## src/cfo_pkg.sv

```systemverilog
// Shared types and constants for the core-first ordering block
`default_nettype none
package cfo_pkg;

  localparam int MAX_CPUS = 64;
  localparam int IDX_W    = $clog2(MAX_CPUS);
  localparam int CNT_W    = $clog2(MAX_CPUS + 1);
  localparam int LOC_W    = 16;

  localparam logic [1:0] CLASS_FIRST   = 2'd0;
  localparam logic [1:0] CLASS_DUP     = 2'd1;
  localparam logic [1:0] CLASS_OFFLINE = 2'd2;

  typedef struct packed {
    logic [LOC_W-1:0] loc;
    logic             online;
    logic [1:0]       grp;
  } rec_t;

  typedef struct packed {
    logic load;
    logic seen_rd;
    logic mark_dup;
    logic k_inc;
    logic k_clr;
    logic store;
    logic rec_rd;
    logic emit;
    logic cls_inc;
    logic finish;
  } cmd_t;

  typedef struct packed {
    logic offline;
    logic full;
    logic last;
    logic seen_end;
    logic seen_hit;
    logic rec_end;
    logic cls_last;
  } status_t;

endpackage
`default_nettype wire

```

## src/cfo_dp.sv

```systemverilog
// Datapath: record and seen-location memories, counters and result registers
`default_nettype none
module cfo_dp (
  input  wire logic                         clk,
  input  wire logic                         rst,
  input  wire cfo_pkg::cmd_t                cmd,
  output cfo_pkg::status_t                  status,
  input  wire logic                         cpu_online,
  input  wire logic signed [cfo_pkg::LOC_W-1:0] cpu_location,
  input  wire logic                         last_cpu,
  output logic                              strobe,
  output logic [cfo_pkg::IDX_W-1:0]         cpu_index,
  output logic signed [cfo_pkg::LOC_W-1:0]  out_location,
  output logic                              out_online,
  output logic [1:0]                        group_class,
  output logic                              last_result
);
  import cfo_pkg::*;

  rec_t             rec_mem [MAX_CPUS];
  logic [LOC_W-1:0] seen_mem [MAX_CPUS];

  logic [LOC_W-1:0] in_loc;
  logic             in_online;
  logic             in_last;
  logic             dup;
  logic [CNT_W-1:0] rec_count;
  logic [CNT_W-1:0] seen_count;
  logic [CNT_W-1:0] emitted;
  logic [CNT_W-1:0] k;
  logic [1:0]       cls;
  logic [LOC_W-1:0] seen_rd_data;
  rec_t             rec_rd_data;
  rec_t             new_rec;

  always_comb begin
    new_rec.loc    = in_loc;
    new_rec.online = in_online;
    if (!in_online) begin
      new_rec.grp = CLASS_OFFLINE;
    end else if (dup) begin
      new_rec.grp = CLASS_DUP;
    end else begin
      new_rec.grp = CLASS_FIRST;
    end
  end

  assign status.offline  = !in_online;
  assign status.full     = (rec_count == CNT_W'(MAX_CPUS));
  assign status.last     = in_last;
  assign status.seen_end = (k == seen_count);
  assign status.seen_hit = (seen_rd_data == in_loc);
  assign status.rec_end  = ((k + CNT_W'(1)) == rec_count);
  assign status.cls_last = (cls == CLASS_OFFLINE);

  // input latch
  always_ff @(posedge clk) begin
    if (cmd.load) begin
      in_loc    <= cpu_location;
      in_online <= cpu_online;
      in_last   <= last_cpu;
    end
  end

  // memories
  always_ff @(posedge clk) begin
    if (cmd.store) begin
      rec_mem[rec_count[IDX_W-1:0]] <= new_rec;
      if (new_rec.grp == CLASS_FIRST && seen_count < CNT_W'(MAX_CPUS)) begin
        seen_mem[seen_count[IDX_W-1:0]] <= in_loc;
      end
    end
    if (cmd.seen_rd) begin
      seen_rd_data <= seen_mem[k[IDX_W-1:0]];
    end
    if (cmd.rec_rd) begin
      rec_rd_data <= rec_mem[k[IDX_W-1:0]];
    end
  end

  // counters
  always_ff @(posedge clk) begin
    if (rst) begin
      rec_count  <= '0;
      seen_count <= '0;
      emitted    <= '0;
      k          <= '0;
      cls        <= CLASS_FIRST;
      dup        <= 1'b0;
    end else begin
      if (cmd.load) begin
        dup <= 1'b0;
        k   <= '0;
        cls <= CLASS_FIRST;
      end else if (cmd.k_clr) begin
        k <= '0;
      end else if (cmd.k_inc) begin
        k <= k + CNT_W'(1);
      end
      if (cmd.mark_dup) begin
        dup <= 1'b1;
      end
      if (cmd.cls_inc) begin
        cls <= cls + 2'd1;
      end
      if (cmd.store) begin
        rec_count <= rec_count + CNT_W'(1);
        if (new_rec.grp == CLASS_FIRST && seen_count < CNT_W'(MAX_CPUS)) begin
          seen_count <= seen_count + CNT_W'(1);
        end
      end
      if (cmd.emit && rec_rd_data.grp == cls) begin
        emitted <= emitted + CNT_W'(1);
      end
      if (cmd.finish) begin
        rec_count  <= '0;
        seen_count <= '0;
        emitted    <= '0;
      end
    end
  end

  // result registers; one-cycle strobe per transfer
  always_ff @(posedge clk) begin
    if (rst) begin
      strobe <= 1'b0;
    end else begin
      strobe <= cmd.emit && (rec_rd_data.grp == cls);
    end
  end

  always_ff @(posedge clk) begin
    if (cmd.emit && rec_rd_data.grp == cls) begin
      cpu_index    <= k[IDX_W-1:0];
      out_location <= rec_rd_data.loc;
      out_online   <= rec_rd_data.online;
      group_class  <= cls;
      last_result  <= ((emitted + CNT_W'(1)) == rec_count);
    end
  end

endmodule
`default_nettype wire

```

## src/cfo_ctrl.sv

```systemverilog
// Controller: sequences search, store and the three emit passes
`default_nettype none
module cfo_ctrl (
  input  wire logic             clk,
  input  wire logic             rst,
  input  wire logic             start,
  output logic                  busy,
  input  wire cfo_pkg::status_t status,
  output cfo_pkg::cmd_t         cmd
);
  import cfo_pkg::*;

  localparam logic [2:0] S_IDLE     = 3'd0;
  localparam logic [2:0] S_CHECK    = 3'd1;
  localparam logic [2:0] S_SRCH     = 3'd2;
  localparam logic [2:0] S_CMP      = 3'd3;
  localparam logic [2:0] S_STORE    = 3'd4;
  localparam logic [2:0] S_EMIT_RD  = 3'd5;
  localparam logic [2:0] S_EMIT_CHK = 3'd6;

  logic [2:0] state;
  logic [2:0] state_next;

  assign busy = (state != S_IDLE);

  always_comb begin
    state_next = state;
    cmd        = '0;
    unique case (state)
      S_IDLE: begin
        if (start) begin
          cmd.load   = 1'b1;
          state_next = S_CHECK;
        end
      end
      S_CHECK: begin
        if (status.full) begin
          state_next = status.last ? S_EMIT_RD : S_IDLE;
        end else if (status.offline) begin
          state_next = S_STORE;
        end else begin
          state_next = S_SRCH;
        end
      end
      S_SRCH: begin
        if (status.seen_end) begin
          state_next = S_STORE;
        end else begin
          cmd.seen_rd = 1'b1;
          state_next  = S_CMP;
        end
      end
      S_CMP: begin
        if (status.seen_hit) begin
          cmd.mark_dup = 1'b1;
          state_next   = S_STORE;
        end else begin
          cmd.k_inc  = 1'b1;
          state_next = S_SRCH;
        end
      end
      S_STORE: begin
        cmd.store = 1'b1;
        if (status.last) begin
          cmd.k_clr  = 1'b1;
          state_next = S_EMIT_RD;
        end else begin
          state_next = S_IDLE;
        end
      end
      S_EMIT_RD: begin
        cmd.rec_rd = 1'b1;
        state_next = S_EMIT_CHK;
      end
      S_EMIT_CHK: begin
        cmd.emit = 1'b1;
        if (!status.rec_end) begin
          cmd.k_inc  = 1'b1;
          state_next = S_EMIT_RD;
        end else if (status.cls_last) begin
          cmd.finish = 1'b1;
          state_next = S_IDLE;
        end else begin
          cmd.cls_inc = 1'b1;
          cmd.k_clr   = 1'b1;
          state_next  = S_EMIT_RD;
        end
      end
      default: begin
        state_next = S_IDLE;
      end
    endcase
  end

  always_ff @(posedge clk) begin
    if (rst) begin
      state <= S_IDLE;
    end else begin
      state <= state_next;
    end
  end

endmodule
`default_nettype wire

```

## src/cpu_core_first_ordering_top.sv

```systemverilog
// Top level: core-first ordering of processor records
// A record is dropped when the buffer is full and stored without a search when offline;
// an online one is compared with the seen locations, one entry read and compared at a
// time, until a hit or the list end. The marked last record then emits over 3 passes,
// one per class, results strobed for one cycle each and never stalled.
// Synchronous reset empties the set; memory contents are left as they are.
`default_nettype none
module cpu_core_first_ordering_top (
  input  wire logic                        clk,
  input  wire logic                        rst,
  input  wire logic                        start,
  output logic                             busy,
  input  wire logic                        cpu_online,
  input  wire logic signed [cfo_pkg::LOC_W-1:0] cpu_location,
  input  wire logic                        last_cpu,
  output logic                             strobe,
  output logic [cfo_pkg::IDX_W-1:0]        cpu_index,
  output logic signed [cfo_pkg::LOC_W-1:0] out_location,
  output logic                             out_online,
  output logic [1:0]                       group_class,
  output logic                             last_result
);
  import cfo_pkg::*;

  cmd_t    cmd;
  status_t status;

  cfo_ctrl u_ctrl (
    .clk    (clk),
    .rst    (rst),
    .start  (start),
    .busy   (busy),
    .status (status),
    .cmd    (cmd)
  );

  cfo_dp u_dp (
    .clk          (clk),
    .rst          (rst),
    .cmd          (cmd),
    .status       (status),
    .cpu_online   (cpu_online),
    .cpu_location (cpu_location),
    .last_cpu     (last_cpu),
    .strobe       (strobe),
    .cpu_index    (cpu_index),
    .out_location (out_location),
    .out_online   (out_online),
    .group_class  (group_class),
    .last_result  (last_result)
  );

endmodule
`default_nettype wire

```

## config.mk

```make
export PLATFORM = sky130hd
export DESIGN_NAME = cpu_core_first_ordering_top
export DESIGN_NICKNAME = d
export VERILOG_FILES = /design/src/cfo_pkg.sv /design/src/cfo_dp.sv /design/src/cfo_ctrl.sv /design/src/cpu_core_first_ordering_top.sv
export SDC_FILE = /design/constraint.sdc
export NUM_CORES = 2
export LEC_CHECK = 0
export BUFFER_PORTS_ARGS = -buffer_cell sky130_fd_sc_hd__clkbuf_2
export CAP_MARGIN = 20
export CORE_UTILIZATION = 27
export CTS_CLUSTER_DIAMETER = 150
export CTS_CLUSTER_SIZE = 28
export DETAILED_ROUTE_END_ITERATION = 6
export SYNTH_ARGS = -nofsm -noshare
export SYNTH_HDL_FRONTEND = slang
export SYNTH_SLANG_ARGS = --single-unit
```

## constraint.sdc

```tcl
create_clock -name clk -period 5.5 [get_ports clk]
set_clock_uncertainty 0.2 [all_clocks]
set_input_delay 0.825 -clock clk [delete_from_list [all_inputs] [get_ports clk]]
set_output_delay 0.825 -clock clk [all_outputs]
set_load 0.01 [all_outputs]
```

* After elaboration in Yosys (flattened, before gate mapping)
Memories as Yosys holds them, arrays and structs flattened. A register that Yosys moved wholly into a read port is not among the register bits.
Index checks and enable logic that the tools add are counted.
** Word-level totals
- Register bits :: 79
- RAM bits :: 2240
- Bits of input ports :: 21
- Output and inout port bits :: 28
- Word-level logic and storage cells :: 86
- Memories :: 2
** Operators by class
- Add/subtract/negate cells :: 5
- Magnitude comparators :: 1
- Equality and inequality tests :: 14
- Multiplexer cells :: 38
- Reductions and logical operators :: 10
** Memory list
- u_dp.rec_mem :: depth 64, width 19, rd ports 1, clocked after Yosys merged registers in 1, wr ports 1, RTL line cfo_dp.sv:20 : rec_t rec_mem [MAX_CPUS];
- u_dp.seen_mem :: depth 64, width 16, rd ports 1, clocked after Yosys merged registers in 1, wr ports 1, RTL line cfo_dp.sv:21 : logic [LOC_W-1:0] seen_mem [MAX_CPUS];
** Operator list (count)
- 7-bit by 1-bit adder with 7-bit output, second input constant :: 4
- 3-bit 2-to-1 mux :: 9
- 1-bit 2-to-1 mux :: 22
- 7-bit == test :: 3
- 3-bit case mux with 7 select lines :: 1
- 16-bit == test :: 1
- 3-bit == test, second input constant :: 3
- 2-bit 2-to-1 mux :: 4
- 7-bit == test, second input constant :: 1
- 7-bit less-than comparator, second input constant :: 1
- 3-bit by 2-bit == test with 1-bit output, second input constant :: 2
- 1-bit case mux with 2 select lines :: 2
- 2-bit nonzero test :: 2
- 3-bit by 1-bit == test with 1-bit output, second input constant :: 1
- 3-bit logical NOT :: 1
- 3-bit nonzero test :: 1
- 3-bit OR reduction :: 1
- 2-bit by 1-bit adder with 2-bit output, second input constant :: 1
- 2-bit == test :: 1
- 2-bit == test, second input constant :: 1
- 1-bit logical AND :: 2
- 2-bit logical NOT :: 1
- 2-bit != test, second input constant :: 1
- 2-bit AND reduction :: 1
- 2-bit OR reduction :: 1

* Logic depth before layout (Yosys ltp)
- Depth in word-level cells :: 7
- Gate-level depth with buffers :: 11
- Mapped depth without buffers :: 7

* Cells and area by module
Synthesis repeated with hierarchy kept, for this count alone.
** Unflattened totals
- Cell total of the unflattened synthesis :: 4235
- Area, all modules :: 90296.6 um2
** By module, submodules not included
- cfo_dp :: times used 1, cells each 4194, area each 89993.8 um2, sequential area each 70277.4 um2
- cfo_ctrl :: times used 1, cells each 41, area each 302.8 um2, sequential area each 60.1 um2

* Worst setup path after synthesis
Ideal clock, no wire load.
- Path type :: register -> register
- Start point :: reg u_dp.in_online
- End point :: mem u_dp.seen_mem[62][0], enable pin
- Setup time :: 389 ps
- Arrival time :: 3748 ps
- Required time :: 4911 ps
- Path slack :: 1163 ps
- Cell stages (with the launch flop) :: 6
- Path buffers :: 0
- Period minus slack after synthesis :: 4337 ps
- Cell sequence :: edfxtp_1 > inv_1 > nor4b_4 > and2b_1 > nand3_2 > nor2_1
** RTL lines
- from (decl) :: RTL line cfo_dp.sv:24 : logic in_online;
- from (signal assigned) :: RTL line cfo_dp.sv:60 : in_online <= cpu_online;
- to (decl) :: RTL line cfo_dp.sv:21

==> results.tsv <==
stage	metric	value	unit
run_status	status	completed	
sta	slew margin rel.	24.1	%
sta	fmax	0.249	GHz
cts	CTS tree	built	
power	peak supply drop	0.233	mV
worst_setup_path	kind of cell adding the most delay to the critical path	multiplexers	
sta	fin. max-slew vios	0	
synthesis	post-synthesis cell type count	60	
global_route	vias in the first global route	41900	
global_route	initial antenna violation count	9	
worst_setup_path	worst setup path category	register to register	
power	Leak	28.4	nW
global_route	first-pass GRT wire length	316000	µm
worst_setup_path	CP max-delay cell	dfxtp_4	
routing	drt first pass iters	5	
cts	clock tree sinks	2354	
synthesis	Main synth FF type	edfxtp_1	
cts	Post-CTS Resized	0	
die	die width	580	µm
worst_setup_path	Buffers & Inverters on Critical Path	1	
worst_setup_path	Worst setup EP type	register	
worst_setup_path	slowest stage delay, CP	0.91	ns
cts	Clk Latency, worst-skew pair	0.77	ns
routing	DRC Markers	0	
worst_setup_path	Critical Path AT	4.31	ns
power	Sequential Power Share	67.9	%
sta	setup_tns	0	ns
worst_setup_path	reg-to-reg endpoint	u_dp.rec_rd_data[3]	
synthesis	cell accounting for the most synthesized area	edfxtp_1	
power	power per standard cell area	294	nW/µm²
power	power share of the clock group	29.1	%
cts	H-tree depth	3	
worst_setup_path	Startpoint Class	register	
finish	share of cells above drive strength 1	27.7	%
finish	synth-to-layout area growth	10.7	%
power	internal power	0.0235	W
synthesis	area share of the largest cell type after synthesis	77.1	%
sta	final hold vios	0	
synthesis	FF+latch count, synth	2354	
synthesis	Post-synth EDFFs	2319	
sta	final worst slack	1.48	ns
cts	cts bufs inserted	94	
worst_setup_path	reg-to-reg slack, setup	1.48	ns
worst_setup_path	worst-path fanout max	32	
cts	clock slew at reported path FFs	0.11	ns
worst_hold_path	worst hold endpoint	u_dp.in_loc[3]	
power	switch share	20.4	%
routing	ANT nets after route	0	
sta	min cycle time layout	4.02	ns
synthesis	synthesized area per cell	23.2	µm²
run	# Max-Cap Violations	0	
sta	RSZ-0062 raised after global routing	no	
cts	root buffer cell	clkbuf_16	
sta	Least-Margin Pin Slew	1.14	ns
routing	Starting DRT DRC Count	5181	
synthesis	Post-Syn Area	90400	µm²
worst_hold_path	HP Class	primary input to register	
die	die area	337000	µm²
routing	Avg WL per Cell	26.1	µm
finish	NumNets Final	4085	
place	Final HPWL DP	130000	µm
place	pre-CTS WS	1.43	ns
synthesis	sequential share of the synthesized area	77.8	%
die	die height	580	µm
die	FP Rows	212	
synthesis	Net Count, Synth	3923	
place	I/O Buffers	48	
place	routability cong.	0.791	
sta	Final setup viols	0	
power	P_sw	0.00600	W
global_route	GRT Resource Usage Total	12.9	%
cts	Bufs on Longest Clock Path	3	
synthesis	YS warnings	0	
global_route	total gr overflow	0	
routing	via count	41200	
worst_setup_path	Critical Path, Cell by Cell	buf_4, mux4_2, mux4_2, a21oi_1, a21oi_1	
synthesis	dominant cells by area after synthesis	edfxtp_1 (77%), mux4_2 (17%), nor2_1 (0.83%)	
worst_setup_path	Worst EP required	5.80	ns
die	IO Count	49	
die	starting density of the core	27.1	%
routing	routed vias/inst	4.84	
worst_setup_path	worst reg2reg startpoint	u_dp.k[0]	
global_route	largest net degree at the start of global routing	129	
routing	WL final	222000	µm
die	core area	333000	µm²
worst_setup_path	R2R cell count	5	
synthesis	Syn Inst Count	3896	
power	combinational share of power	2.9	%
worst_hold_path	min-delay src	cpu_location[3]	
synthesis	asr flop ratio synth	0	%
sta	final critical-path share of the clock period	73.0	%
worst_hold_path	WHS Path Cells	1	
## Yosys cell counts, types with 7 or more instances
master    number
edfxtp_1    2319
mux4_2       663
nor2_1       199
buf_2        101
nand2_1       65
clkbuf_1      64
o22ai_1       52
mux2i_1       48
xor2_1        37
dfxtp_1       35
nand3_1       30
a21oi_1       26
buf_1         21
xnor2_1       21
mux2_2        17
nor2b_1       17
buf_4         16
a211oi_1      13
o221ai_1      12
buf_6          9
a31oi_1        8
inv_1          8
or2_2          8
nand2b_1       7
nand3b_1       7
o21ai_1        7
## flip-flops by register name, indices dropped and copies added (netlist names), 2 cells and up
name               cells
u_dp.rec_mem        1216
u_dp.seen_mem       1024
u_dp.rec_rd_data      19
u_dp.in_loc           16
u_dp.out_location     16
u_dp.seen_rd_data     16
u_dp.emitted           7
u_dp.k                 7
u_dp.rec_count         7
u_dp.seen_count        7
u_dp.cpu_index         6
u_ctrl.state           3
u_dp.cls               2
u_dp.group_class       2
## metrics by stage
| stage | hold WS, ns | total power, W | std cells | instance area (µm²) | util, % |
|---|---|---|---|---|---|
| after floorplan | 0.200 | 0.0208 | 3896 | 90400 | - |
| after CTS | 0.000386 | 0.0296 | 8509 | 100000 | 30.0 |
| final | 0.0579 | 0.0295 | 8513 | 100000 | 30.0 |
| after global routing | 0.0260 | 0.0302 | 8513 | 100000 | 30.0 |
| after global placement | 0.278 | 0.0212 | 8332 | 97100 | 29.2 |
| after detailed placement | 0.272 | 0.0213 | 8335 | 97200 | 29.2 |
## cells by family (layout without fill, tap and decap cells)
family                     after synthesis  count (layout)  synth area share [%]
AOI/OAI and AO/OA                      151             151                  1.11
xor gates and xnor gates                58              58                 0.562
adders and majority gates                6               6                0.0831
buffers and inverters                  221             447                  1.20
DFF                                   2354            2354                  77.8
muxes                                  728             728                  17.3
other                                    0               4                     0
and+or+nand+nor                        378             378                  1.93
## power by group through the flow
| stage | sequential (W) | clock (W) | combinational (W) |
|---|---|---|---|
| finish | 0.0200 | 0.00858 | 0.000866 |
| detailed placement | 0.0204 | 0 | 0.000870 |
| global route | 0.0200 | 0.00931 | 0.000923 |
| global placement | 0.0204 | 0 | 0.000821 |
| CTS | 0.0200 | 0.00875 | 0.000876 |
| floorplan | 0.0206 | 0 | 0.000209 |
## cells in the final DEF (no fill, tap or decap), types with 7 or more instances in the layout
master	Yosys	layout
nor2_4	0	13
nand3_1	30	30
edfxtp_1	2319	2319
o22ai_1	52	52
a31oi_1	8	8
nor2_1	199	131
xor2_1	37	37
clkbuf_2	1	48
mux4_2	663	663
dlygate4sd3_1	0	14
a211oi_1	13	13
buf_4	16	194
o21ai_1	7	7
mux2i_1	48	48
nor2b_1	17	17
clkbuf_1	64	59
nor2_2	0	55
nand2_1	65	65
buf_12	0	19
mux2_2	17	17
or2_2	8	8
nand3b_1	7	7
clkbuf_16	0	96
dfxtp_1	35	29
a21oi_1	26	26
xnor2_1	21	21
o221ai_1	12	12
## area by class of cell
cell class	count	area [µm²]
multi-input cells	1321	19200
well taps	4387	5490
inverters	9	33.8
fillers	31800	233000
flip-flops and latches	2354	70400
clock inverters	5	72.6
repair buffers	278	2270
clock buffers	155	2620
diodes	4	10.0
## worst max path at each step
stage                         startpoint                   end  cells past startpoint
after floorplan           u_dp.in_online  u_dp.seen_mem[62][0]                      5
after global placement         u_dp.k[0]   u_dp.rec_rd_data[3]                      5
after detailed placement       u_dp.k[0]   u_dp.rec_rd_data[3]                      5
after CTS                      u_dp.k[0]   u_dp.rec_rd_data[3]                      5
after global routing           u_dp.k[0]  u_dp.seen_rd_data[6]                      5
final                          u_dp.k[0]   u_dp.rec_rd_data[3]                      5
## what timing repair did
action                                 CTS  global route
hold buffers                            14             0
setup buffers                            0             0
endpoints found under the hold margin   14             0
## worst reg2reg max path, delay by kind of cell (launching register included)
family          cells  cell delay [ns]
mux                 2             1.19
flops               1             0.91
compound gates      2             0.84
buf+inv             1             0.61
## per-layer routing
layer | up-vias | track usage (%) | wire length, µm | share of wire (%)
met5 | - | 0 | 0 | 0
met4 | 0 | 4.47 | 7330 | 3.3
met3 | 239 | 1.61 | 13400 | 6.1
met2 | 1432 | 21.4 | 109000 | 49
met1 | 22800 | 17.5 | 92300 | 42
li1 | 16700 | - | - | -
Power figures use the tool's default switching activity.
